[src/hw/rtl/assert_macros.svh]
// ----------------------------------------------------------------------------
// Assertion macros
// Clocked checks with reset gating; empty bodies for synthesis.
// ----------------------------------------------------------------------------
`ifndef ASSERT_MACROS_SVH
`define ASSERT_MACROS_SVH

`ifndef SYNTHESIS

// condition holds at every clock edge outside reset
`define ASSERT_ALWAYS(label, clk, rstn, cond, msg) \
    label: assert property (@(posedge clk) disable iff (!(rstn)) (cond)) \
        else $error(msg);

// consequent holds in the cycle after the antecedent
`define ASSERT_NEXT(label, clk, rstn, ante, cons, msg) \
    label: assert property (@(posedge clk) disable iff (!(rstn)) (ante) |=> (cons)) \
        else $error(msg);

`else

`define ASSERT_ALWAYS(label, clk, rstn, cond, msg)
`define ASSERT_NEXT(label, clk, rstn, ante, cons, msg)

`endif

`endif

[src/hw/rtl/dte_pkg.sv]
// ----------------------------------------------------------------------------
// dte_pkg
// Shared constants and types for the DNS TXT answer extractor.
// ----------------------------------------------------------------------------
`timescale 1ns / 1ps

package dte_pkg;

    // message layout
    localparam int unsigned HDR_BYTES   = 12;
    localparam logic [7:0]  PTR_MARK    = 8'hC0;
    localparam logic [15:0] TXT_TYPE    = 16'd16;
    localparam int unsigned FIXED_BYTES = 10;

    // end item status codes
    localparam logic [1:0] ST_FOUND  = 2'd0;
    localparam logic [1:0] ST_SHORT  = 2'd1;
    localparam logic [1:0] ST_NO_ANS = 2'd2;
    localparam logic [1:0] ST_NO_TXT = 2'd3;

    // stream widths
    localparam int unsigned S_TDATA_W = 24;
    localparam int unsigned M_TDATA_W = 32;

    // result queue
    localparam int unsigned OQ_DEPTH = 4;
    localparam int unsigned OQ_PTR_W = $clog2(OQ_DEPTH);
    localparam int unsigned OQ_CNT_W = $clog2(OQ_DEPTH + 1);

    typedef struct packed {
        logic        last;
        logic [15:0] message_length;
        logic [7:0]  data_byte;
    } in_item_t;

    typedef struct packed {
        logic        kind;
        logic [7:0]  payload_byte;
        logic [1:0]  status;
        logic [15:0] payload_length;
        logic        result_last;
    } result_t;

    // results of one parsed byte: an optional payload item, then an optional end item
    typedef struct packed {
        logic        pay_valid;
        logic        end_valid;
        logic [7:0]  pay_byte;
        logic [1:0]  status;
        logic [15:0] length;
    } push_t;

endpackage

[src/hw/rtl/dns_txt_answer_extractor.sv]
// ----------------------------------------------------------------------------
// dns_txt_answer_extractor
// Streams a DNS response and returns the first TXT record's string bytes.
// ----------------------------------------------------------------------------
//  channel   dir  tdata fields (low bit first)                  tuser  tlast
//  s_axis    in   data_byte[7:0] message_length[23:8]          -      last
//  m_axis    out  payload_byte[7:0] status[9:8] length[25:10]  kind   result_last
//
//  One byte is taken per cycle except while input stalls; each byte is parsed
//  between the input register and a four-entry result queue. A byte that
//  also ends the message can give two items; the queue drains them one per
//  cycle while m_axis_tready is high. Input stalls only while it holds three
//  or more. Reset is synchronous, active low, and needs no clearing pass.
// ----------------------------------------------------------------------------
`timescale 1ns / 1ps

module dns_txt_answer_extractor (
    input  logic                              aclk,
    input  logic                              aresetn,
    input  logic                              s_axis_tvalid,
    output logic                              s_axis_tready,
    input  logic [dte_pkg::S_TDATA_W-1:0]     s_axis_tdata,  // data_byte, message_length
    input  logic                              s_axis_tlast,
    output logic                              m_axis_tvalid,
    input  logic                              m_axis_tready,
    output logic [dte_pkg::M_TDATA_W-1:0]     m_axis_tdata,  // payload_byte, status, payload_length
    output logic                              m_axis_tuser,  // kind
    output logic                              m_axis_tlast
);
    import dte_pkg::*;

    in_item_t in_item;
    push_t    push;
    logic     room;

    always_comb begin
        in_item.data_byte      = s_axis_tdata[7:0];
        in_item.message_length = s_axis_tdata[23:8];
        in_item.last           = s_axis_tlast;
    end

    dte_parser u_parser (
        .aclk       (aclk),
        .aresetn    (aresetn),
        .in_valid_i (s_axis_tvalid),
        .in_ready_o (s_axis_tready),
        .in_item_i  (in_item),
        .room_i     (room),
        .push_o     (push)
    );

    dte_out_queue u_out_queue (
        .aclk          (aclk),
        .aresetn       (aresetn),
        .push_i        (push),
        .room_o        (room),
        .m_axis_tvalid (m_axis_tvalid),
        .m_axis_tready (m_axis_tready),
        .m_axis_tdata  (m_axis_tdata),
        .m_axis_tuser  (m_axis_tuser),
        .m_axis_tlast  (m_axis_tlast)
    );

endmodule

[src/hw/rtl/dte_parser.sv]
// ----------------------------------------------------------------------------
// dte_parser
// Input register and per-byte DNS message walker.
// ----------------------------------------------------------------------------
`timescale 1ns / 1ps
`include "assert_macros.svh"

module dte_parser (
    input  logic               aclk,
    input  logic               aresetn,
    input  logic               in_valid_i,
    output logic               in_ready_o,
    input  dte_pkg::in_item_t  in_item_i,
    input  logic               room_i,
    output dte_pkg::push_t     push_o
);
    import dte_pkg::*;

    typedef enum logic [3:0] {
        PH_HEADER, PH_QLABEL, PH_QSKIP, PH_QPTR, PH_QFIXED,
        PH_ALABEL, PH_ASKIP, PH_APTR, PH_AFIXED, PH_ADATA,
        PH_TLEN, PH_TDATA, PH_DONE
    } phase_t;

    logic        in_valid_reg;
    in_item_t    in_reg;
    logic        fire;

    phase_t      phase_reg,   phase_next;
    logic [15:0] pos_reg,     pos_next;
    logic [15:0] qcount_reg,  qcount_next;
    logic [15:0] acount_reg,  acount_next;
    logic [15:0] rleft_reg,   rleft_next;
    logic [7:0]  skip_reg,    skip_next;
    logic        txt_reg,     txt_next;
    logic [15:0] dleft_reg,   dleft_next;
    logic [7:0]  sleft_reg,   sleft_next;
    logic [7:0]  hold_reg,    hold_next;
    logic [15:0] emit_reg,    emit_next;
    logic [1:0]  fstat_reg,   fstat_next;

    push_t       push;

    assign fire       = in_valid_reg && room_i;
    assign in_ready_o = !in_valid_reg || fire;
    assign push_o     = push;

    always_ff @(posedge aclk) begin
        if (!aresetn) begin
            in_valid_reg <= 1'b0;
        end else if (in_ready_o) begin
            in_valid_reg <= in_valid_i;
        end
        if (in_ready_o && in_valid_i) begin
            in_reg <= in_item_i;
        end
    end

    always_comb begin
        logic [7:0]  b;
        logic [16:0] len17;
        logic [16:0] nxt17;
        logic        name_done;
        logic        is_ans;
        logic [15:0] rl_dec;
        logic [15:0] word;
        logic [15:0] dl_dec;
        logic [7:0]  sl_dec;

        b         = in_reg.data_byte;
        len17     = {1'b0, in_reg.message_length};
        nxt17     = {1'b0, pos_reg} + 17'd1;
        name_done = 1'b0;
        is_ans    = 1'b0;
        rl_dec    = rleft_reg - 16'd1;
        word      = {hold_reg, b};
        dl_dec    = dleft_reg - 16'd1;
        sl_dec    = sleft_reg - 8'd1;

        phase_next  = phase_reg;
        pos_next    = pos_reg;
        qcount_next = qcount_reg;
        acount_next = acount_reg;
        rleft_next  = rleft_reg;
        skip_next   = skip_reg;
        txt_next    = txt_reg;
        dleft_next  = dleft_reg;
        sleft_next  = sleft_reg;
        hold_next   = hold_reg;
        emit_next   = emit_reg;
        fstat_next  = fstat_reg;
        push        = '0;

        if (pos_reg < in_reg.message_length) begin
            unique case (phase_reg)
                PH_HEADER: begin
                    if (pos_reg == 16'd4 || pos_reg == 16'd6) begin
                        hold_next = b;
                    end else if (pos_reg == 16'd5) begin
                        qcount_next = word;
                    end else if (pos_reg == 16'd7) begin
                        acount_next = word;
                    end else if (pos_reg == 16'(HDR_BYTES - 1)) begin
                        if (acount_reg == '0) begin
                            fstat_next = ST_NO_ANS;
                            phase_next = PH_DONE;
                        end else begin
                            fstat_next = ST_NO_TXT;
                            if (qcount_reg == '0) begin
                                rleft_next = acount_reg;
                                phase_next = PH_ALABEL;
                            end else begin
                                rleft_next = qcount_reg;
                                phase_next = PH_QLABEL;
                            end
                        end
                    end
                end
                PH_QLABEL, PH_ALABEL: begin
                    is_ans = (phase_reg == PH_ALABEL);
                    if (b == 8'd0) begin
                        name_done = 1'b1;
                    end else if ((b & PTR_MARK) == PTR_MARK) begin
                        phase_next = is_ans ? PH_APTR : PH_QPTR;
                    end else begin
                        skip_next  = b;
                        phase_next = is_ans ? PH_ASKIP : PH_QSKIP;
                    end
                end
                PH_QSKIP, PH_ASKIP: begin
                    skip_next = skip_reg - 8'd1;
                    if (skip_reg == 8'd1) begin
                        phase_next = (phase_reg == PH_ASKIP) ? PH_ALABEL : PH_QLABEL;
                    end
                end
                PH_QPTR: begin
                    name_done = 1'b1;
                end
                PH_APTR: begin
                    is_ans    = 1'b1;
                    name_done = 1'b1;
                end
                PH_QFIXED: begin
                    skip_next = skip_reg - 8'd1;
                    if (skip_reg == 8'd1) begin
                        if (rleft_reg == '0) begin
                            rleft_next = acount_reg;
                            phase_next = (acount_reg == '0) ? PH_DONE : PH_ALABEL;
                        end else begin
                            phase_next = PH_QLABEL;
                        end
                    end
                end
                PH_AFIXED: begin
                    skip_next = skip_reg - 8'd1;
                    if (skip_reg == 8'd10 || skip_reg == 8'd2) begin
                        hold_next = b;
                    end else if (skip_reg == 8'd9) begin
                        txt_next = (word == TXT_TYPE);
                    end else if (skip_reg == 8'd1) begin
                        dleft_next = word;
                        if (word == '0 || nxt17 + {1'b0, word} > len17) begin
                            phase_next = PH_DONE;
                        end else if (txt_reg) begin
                            fstat_next = ST_FOUND;
                            phase_next = PH_TLEN;
                        end else begin
                            phase_next = PH_ADATA;
                        end
                    end
                end
                PH_ADATA: begin
                    dleft_next = dl_dec;
                    if (dl_dec == '0) begin
                        rleft_next = rl_dec;
                        phase_next = (rl_dec == '0) ? PH_DONE : PH_ALABEL;
                    end
                end
                PH_TLEN: begin
                    dleft_next = dl_dec;
                    if ({8'd0, b} > dl_dec) begin
                        phase_next = PH_DONE;
                    end else if (b == 8'd0) begin
                        if (dl_dec == '0) begin
                            phase_next = PH_DONE;
                        end
                    end else begin
                        sleft_next = b;
                        phase_next = PH_TDATA;
                    end
                end
                PH_TDATA: begin
                    push.pay_valid = fire;
                    push.pay_byte  = b;
                    if (emit_reg != 16'hFFFF) begin
                        emit_next = emit_reg + 16'd1;
                    end
                    sleft_next = sl_dec;
                    dleft_next = dl_dec;
                    if (sl_dec == '0) begin
                        phase_next = (dl_dec == '0) ? PH_DONE : PH_TLEN;
                    end
                end
                PH_DONE: begin
                end
                default: begin
                end
            endcase

            // end of a name: question tail or answer fixed fields
            if (name_done && !is_ans) begin
                rleft_next = rl_dec;
                if (nxt17 + 17'd4 <= len17) begin
                    skip_next  = 8'd4;
                    phase_next = PH_QFIXED;
                end else if (rl_dec == '0) begin
                    rleft_next = acount_reg;
                    phase_next = (acount_reg == '0) ? PH_DONE : PH_ALABEL;
                end else begin
                    phase_next = PH_QLABEL;
                end
            end else if (name_done) begin
                if (nxt17 + 17'(FIXED_BYTES) > len17) begin
                    phase_next = PH_DONE;
                end else begin
                    skip_next  = 8'(FIXED_BYTES);
                    phase_next = PH_AFIXED;
                end
            end
        end

        if (pos_reg != 16'hFFFF) begin
            pos_next = pos_reg + 16'd1;
        end

        if (in_reg.last) begin
            push.end_valid = fire;
            push.status    = (phase_next == PH_HEADER) ? ST_SHORT : fstat_next;
            push.length    = emit_next;
            phase_next     = PH_HEADER;
            pos_next       = '0;
            qcount_next    = '0;
            acount_next    = '0;
            rleft_next     = '0;
            skip_next      = '0;
            txt_next       = 1'b0;
            dleft_next     = '0;
            sleft_next     = '0;
            hold_next      = '0;
            emit_next      = '0;
            fstat_next     = ST_FOUND;
        end
    end

    always_ff @(posedge aclk) begin
        if (!aresetn) begin
            phase_reg  <= PH_HEADER;
            pos_reg    <= '0;
            qcount_reg <= '0;
            acount_reg <= '0;
            rleft_reg  <= '0;
            skip_reg   <= '0;
            txt_reg    <= 1'b0;
            dleft_reg  <= '0;
            sleft_reg  <= '0;
            hold_reg   <= '0;
            emit_reg   <= '0;
            fstat_reg  <= ST_FOUND;
        end else if (fire) begin
            phase_reg  <= phase_next;
            pos_reg    <= pos_next;
            qcount_reg <= qcount_next;
            acount_reg <= acount_next;
            rleft_reg  <= rleft_next;
            skip_reg   <= skip_next;
            txt_reg    <= txt_next;
            dleft_reg  <= dleft_next;
            sleft_reg  <= sleft_next;
            hold_reg   <= hold_next;
            emit_reg   <= emit_next;
            fstat_reg  <= fstat_next;
        end
    end

    `ASSERT_NEXT(a_clear_after_end, aclk, aresetn, fire && in_reg.last, pos_reg == '0 && phase_reg == PH_HEADER && emit_reg == '0, "state not cleared after end item")
    `ASSERT_ALWAYS(a_payload_phase, aclk, aresetn, !push.pay_valid || phase_reg == PH_TDATA, "payload pushed outside string data")
    `ASSERT_NEXT(a_emit_grows, aclk, aresetn, fire && !in_reg.last, emit_reg >= $past(emit_reg), "payload count fell inside a message")

endmodule

[src/hw/rtl/dte_out_queue.sv]
// ----------------------------------------------------------------------------
// dte_out_queue
// Small result queue; takes up to two items per cycle, gives one while m_axis_tready is high.
// ----------------------------------------------------------------------------
`timescale 1ns / 1ps
`include "assert_macros.svh"

module dte_out_queue (
    input  logic                              aclk,
    input  logic                              aresetn,
    input  dte_pkg::push_t                    push_i,
    output logic                              room_o,
    output logic                              m_axis_tvalid,
    input  logic                              m_axis_tready,
    output logic [dte_pkg::M_TDATA_W-1:0]     m_axis_tdata,  // payload_byte, status, payload_length
    output logic                              m_axis_tuser,  // kind
    output logic                              m_axis_tlast
);
    import dte_pkg::*;

    result_t              mem [OQ_DEPTH];
    logic [OQ_PTR_W-1:0]  wr_ptr_reg, wr_ptr_next;
    logic [OQ_PTR_W-1:0]  rd_ptr_reg;
    logic [OQ_CNT_W-1:0]  count_reg, count_next;
    logic                 pop;
    result_t              pay_entry;
    result_t              end_entry;
    result_t              head;

    assign pop    = m_axis_tvalid && m_axis_tready;
    // leave space for a payload item and an end item
    assign room_o = count_reg <= OQ_CNT_W'(OQ_DEPTH - 2);

    always_comb begin
        pay_entry                = '0;
        pay_entry.payload_byte   = push_i.pay_byte;
        end_entry                = '0;
        end_entry.kind           = 1'b1;
        end_entry.status         = push_i.status;
        end_entry.payload_length = push_i.length;
        end_entry.result_last    = 1'b1;

        wr_ptr_next = wr_ptr_reg + OQ_PTR_W'(push_i.pay_valid) + OQ_PTR_W'(push_i.end_valid);
        count_next  = count_reg + OQ_CNT_W'(push_i.pay_valid) + OQ_CNT_W'(push_i.end_valid)
                      - OQ_CNT_W'(pop);
    end

    always_ff @(posedge aclk) begin
        if (push_i.pay_valid) begin
            mem[wr_ptr_reg] <= pay_entry;
        end
        if (push_i.end_valid) begin
            mem[wr_ptr_reg + OQ_PTR_W'(push_i.pay_valid)] <= end_entry;
        end
    end

    always_ff @(posedge aclk) begin
        if (!aresetn) begin
            wr_ptr_reg <= '0;
            rd_ptr_reg <= '0;
            count_reg  <= '0;
        end else begin
            wr_ptr_reg <= wr_ptr_next;
            count_reg  <= count_next;
            if (pop) begin
                rd_ptr_reg <= rd_ptr_reg + OQ_PTR_W'(1);
            end
        end
    end

    assign head          = mem[rd_ptr_reg];
    assign m_axis_tvalid = count_reg != '0;
    assign m_axis_tdata  = M_TDATA_W'({head.payload_length, head.status, head.payload_byte});
    assign m_axis_tuser  = head.kind;
    assign m_axis_tlast  = head.result_last;

    `ASSERT_ALWAYS(a_no_overflow, aclk, aresetn, count_reg <= OQ_CNT_W'(OQ_DEPTH), "result queue overflow")
    `ASSERT_ALWAYS(a_ptr_gap, aclk, aresetn, count_reg[OQ_PTR_W-1:0] == OQ_PTR_W'(wr_ptr_reg - rd_ptr_reg), "queue pointers disagree with count")
    `ASSERT_ALWAYS(a_pair_room, aclk, aresetn, !(push_i.pay_valid && push_i.end_valid) || room_o, "item pair pushed without room")

endmodule
[config.mk]
export PLATFORM = sky130hd
export DESIGN_NAME = dns_txt_answer_extractor
export DESIGN_NICKNAME = d
export VERILOG_FILES = /design/src/hw/rtl/dte_pkg.sv /design/src/hw/rtl/dns_txt_answer_extractor.sv /design/src/hw/rtl/dte_parser.sv /design/src/hw/rtl/dte_out_queue.sv
export VERILOG_INCLUDE_DIRS = /design/src /design/src/hw/rtl
export SDC_FILE = /design/constraint.sdc
export NUM_CORES = 1
export LEC_CHECK = 0
export ABC_AREA = 1
export CORE_ASPECT_RATIO = 1.75
export CORE_MARGIN = 2
export CORE_UTILIZATION = 59
export CTS_BUF_LIST = sky130_fd_sc_hd__clkbuf_2 sky130_fd_sc_hd__clkbuf_4 sky130_fd_sc_hd__clkbuf_8
export CTS_CLUSTER_DIAMETER = 80
export DETAILED_ROUTE_END_ITERATION = 7
export DONT_BUFFER_PORTS = 1
export PLACE_DENSITY = 0.75
export SYNTH_ARGS = -nofsm -noshare
export SYNTH_HDL_FRONTEND = slang
export SYNTH_SLANG_ARGS = --single-unit
[constraint.sdc]
create_clock -name aclk -period 5.25 [get_ports aclk]
set_input_delay 0.2625 -clock aclk [delete_from_list [all_inputs] [get_ports aclk]]
set_output_delay 0.2625 -clock aclk [all_outputs]
set_load 0.05 [all_outputs]
# Word level (Yosys, flattened, before mapping)
# Memory sizes are Yosys's and may differ from the RTL's. A register that Yosys moved wholly into a read port is not among the register bits.
# Index checks and enable logic that the tools add are counted.
# op_classes
n_mux	128
eq_ne	42
shifts	0
reduce_logical	46
div_mod_pow	0
order_cmp	6
n_bitwise	0
add_sub_neg	16
n_mul	0
# op_table
operator	n
$mux W16	36
$mux W8	18
$mux W4	27
$logic_not A16 Y1	6
$eq A16 B3 Y1 const B	4
$pmux W16 S3	1
$pmux W8 S2	3
$gt A17 B16 Y1	2
$add A16 B1 Y16 const B	2
$ne A16 B16 Y1 const B	2
$pmux W16 S2	1
$pmux W4 S8	1
$sub A16 B1 Y16 const B	2
$mux W2	15
$reduce_and A5 Y1	4
$mux W18	1
$mux W3	6
$add A16 B1 Y17 const B	1
$add A17 B16 Y17	1
$add A17 B3 Y17 const B	1
$add A17 B4 Y17 const B	1
$le A17 B16 Y1	1
$eq A16 B4 Y1 const B	1
$eq A16 B5 Y1 const B	1
39 further kinds	100
# word_totals
latchBits	0
reg_bits	160
input_bits	29
rom_bits	0
output_inout_bits	36
wordCells	258
n_memories	1
ram_bits	112
# mem_list
memory	depth	width	rd	rd_ports_with_merged_regs	write_ports	line_no	text
u_out_queue.mem	4	28	1	1	2	dte_out_queue.sv:21	result_t mem [OQ_DEPTH];

# Depth between registers and ports, before layout
# depth
depth_word	15
depth_mapped	41
depth_no_buf	41

# Modules after synthesis
# From an unflattened synthesis, not the netlist that was laid out.
# hier_totals
cells_unflattened	2571
area_unflattened_um2	18225.0
# by_module_without_submodules
mod	area_per_inst_um2	seq_area_each_um2	cells_per_inst	instances
dte_parser	12892.4	3313.2	1957	1
dte_out_queue	5332.6	3062.9	614	1

# Worst setup path before layout
# No wires, ideal clock.
# synth_path
path_kind	register to register
start	register u_parser.pos_reg[1]
end	memory u_out_queue.mem[1][17] (netlist name), data pin
slack_ns	0.791
path_stages_with_launch	39
setup_ns	0.266
synth_period_minus_slack_ns	4.459
arrival_time_ns	4.193
path_cell_list	dfxtp_1 -> ha_1 -> nand2_1 -> nand2_1 -> inv_1 -> ha_1 -> nand3_1 -> nand2_1 -> a21oi_1 -> o21bai_1 -> a21oi_1 -> o21bai_1 -> a21oi_1 -> o21bai_1 -> nand2_1 -> a21oi_1 -> nor2_1 -> xnor2_1 -> [... 3 more ...] -> nand2_1 -> nand2_1 -> nand2_1 -> nand2_1 -> a21oi_1 -> nand2_1 -> nand2_1 -> nand4_1 -> o21bai_1 -> nand2_1 -> nand2_1 -> nand2_1 -> a21oi_1 -> nor2_1 -> nand2_1 -> nand2_1 -> nand2_2 -> nor2_1
# synth_rtl
item	line_no	text
start, declared	dte_parser.sv:30	logic [15:0] pos_reg, pos_next;
start signal, assigned	dte_parser.sv:271	pos_reg <= pos_next;
end, declared	dte_out_queue.sv:21	

==> results_dict.tcl <==
set metrics [dict create \
    period_needed_ns 4.92 \
    dp_slack_ns 0.136 \
    required_ns 5.59 \
    worst_pin_slew_ns 1.16 \
    die_w_um 135 \
    fp-row-count 84 \
    clock-sinks 270 \
    antenna_found_initial 0 \
    yosysSeqAreaShare_pct 36.0 \
    cp.arrival_ns 5.26 \
    cpMaxStageDelayCell "dfxtp_2" \
    avgRoutedWirePerCell_um 18.5 \
    ys_types 69 \
    fin_setup_tns_ns 0 \
    fin_crit_sh_pct 93.7 \
    syn2layout_area_growth_pct 10.2 \
    via_per_inst 5.78 \
    report.final.setup_viol 0 \
    finalPower_mw 6.41 \
    synth_top_area_share_pct 19.6 \
    root_buffer "clkbuf_8" \
    drv_slew 0 \
    diodes 0 \
    grt_pass1_wl_um 85000 \
    synthFlopType "dfxtp_1" \
    syn_area_per_cell_um2 7.12 \
    synthArstFlopShare_pct 0 \
    synthCells 2487 \
    start_util_pct 59.3 \
    drv_cap 0 \
    gr-total-overflow 0 \
    critPathKind "reg -> reg" \
    worst_path_largest_cell_delay_ns 0.37 \
    cp_max_fo 5 \
    largest_reg_flops 108 \
    portBuffers 0 \
    dieHeight_um 233 \
    cp-start-kind "flop" \
    ys.warnings.count 0 \
    route.detailed.drc 0 \
    grt_use_total_pct 34.5 \
    cts_buffer_depth 3 \
    synth_edf_count 97 \
    post-dp-hpwl_um 40900 \
    path_clk_slew_ns 0.07 \
    nets 2668 \
    synth_seq_cells 270 \
    first_iter_violations 974 \
    dr.pass1.iters 5 \
    synth_area_leaders "dfxtp_1 (20%), edfxtp_1 (16%), nand2_1 (12%), ha_1 (7.9%), nor2_1 (7.4%)" \
    crit_path_frequent_cell "nand2_1" \
    drt_wl_total_um 54600 \
    clk-insertion-delay-late_ns 0.60 \
    powerDensity_nw_per_um2 329 \
    ant_nets 0 \
    grt_max_degree 64 \
    hold_path_class "in -> reg" \
    vias 17000 \
    finalHoldViolCount 0 \
    cts_buffers 41 \
    finalWorstSetupSlack_ns 0.331 \
    vdd_drop_max_mv 0.257 \
    skew_ns 0.0355 \
    tritoncts "done" \
    syn_area_um2 17700 \
    dieArea_um2 31500 \
    synth_area_leader_cell "dfxtp_1" \
    h-tree-depth 2 \
    end_kind "flop" \
    core_um2 29800 \
    slew_headroom_pct 22.5 \
    routabilityCongestion 1.03 \
    grt_pass1_vias 16500 \
    leakagePower_nw 8.30 \
    ios 65 \
    drive_gt1_share_pct 8.64 \
    max_freq_mhz 203 \
    status "finished, final reports clean" \
]
==> stage by stage <==
step	cell area, um2	utilization [%]	std cells	hold slack, ns
global placement	18200	60.9	2834	0.361
floorplan	17700	-	2492	0.361
finish	19500	65.4	2944	0.113
global route	19500	65.4	2944	0.141
detailed placement	18200	60.9	2834	0.361
CTS	19400	65.0	2940	0.0970
==> where the power goes <==
group	leakage, nW	internal, mW	switching, mW
Combinational	5.54	0.533	1.51
Clock	0.474	1.09	0.878
Sequential	2.29	2.29	0.115
==> layout by cell type, fill, tap and decap left out, types with 6 or more instances in the layout <==
cell	Yosys	layout
a211oi_1	13	13
a21oi_1	226	225
buf_4	8	47
clkbuf_4	0	11
clkbuf_8	0	46
clkinv_1	7	11
clkinv_2	1	7
conb_1	1	6
dfxtp_1	173	172
dlygate4sd3_1	0	29
edfxtp_1	97	97
ha_1	112	107
inv_1	249	248
inv_2	16	17
nand2_1	561	560
nand2_2	14	14
nand3_1	99	99
nand4_1	27	27
nor2_1	347	346
nor2_2	18	19
nor3_1	33	33
nor3_2	6	6
nor4_1	10	10
o2111ai_1	8	8
o211ai_1	21	21
o21ai_0	169	168
o21bai_1	10	10
o22ai_1	34	33
xnor2_1	13	13
xor2_1	54	54
==> routing by layer <==
layer  GRT usage, %  up-vias  routed length [um]
met1           34.3     7847               18600
met5              0        -                   0
met2           65.9      630               29300
met3           3.97      217                2760
met4           22.8        0                3990
li1               -     8332                   -
==> synthesized netlist by cell type (all sizes together), types with 5 or more instances <==
cell type  count
a211oi        14
a21oi        228
a31oi          5
buf           21
clkbuf        67
clkinv         8
dfxtp        173
edfxtp        97
ha           112
inv          265
nand2        579
nand3        104
nand4         29
nor2         371
nor3          41
nor3b          5
nor4          13
o2111ai        8
o211ai        22
o21ai        177
o21bai        10
o22ai         34
xnor2         13
xor2          56
==> cells by family (layout without fill, tap and decap cells) <==
family	count (synthesis)	in the layout	synth area share [%]
compound gates	517	517	16.2
simple gates	1153	1153	27.9
xor+xnor	69	69	3.56
buf+inv	361	426	7.91
fa+ha+maj	115	115	8.25
flops	270	270	36.0
other cells	1	6	0.0212
mux	1	1	0.0565
==> critical path: cells and delay by family (launching register included) <==
| kind | cells | cell delay, ns |
|---|---|---|
| xor+xnor | 1 | 0.12 |
| compound gates | 9 | 1.41 |
| flops | 1 | 0.37 |
| fa+ha+maj | 3 | 0.76 |
| buf+inv | 4 | 0.36 |
| simple gates | 22 | 1.63 |
==> final timing paths <==
path / from / endpoint / slack [ns] / cells after the start
max reg2reg: u_parser.pos_reg[1] / u_out_queue.mem[0][17] / 0.33 / 39
min reg2reg: u_out_queue.mem[1][0] / u_out_queue.mem[1][0] / 0.45 / 2
max: u_parser.pos_reg[1] / u_out_queue.mem[0][17] / 0.33 / 39
min: aresetn / u_parser.skip_reg[0] / 0.11 / 2
==> cell type report <==
type                    instances  area [um2]
clock buffers                  57         716
repair buffers                 77         663
clock inverters                19         206
well taps                     387         484
fillers                      2686       10300
multi-input cells            1861       10000
inverters                     273        1030
flip-flops and latches        270        6380
==> timing repair <==
item | CTS | global route
setup endpoints to repair | 0 | 11
hold endpoints to repair | 71 | 0
hold buffers | 30 | 0
buffers inserted | 0 | 4
resized for setup | 0 | 10
Power figures use the tool's default switching activity.
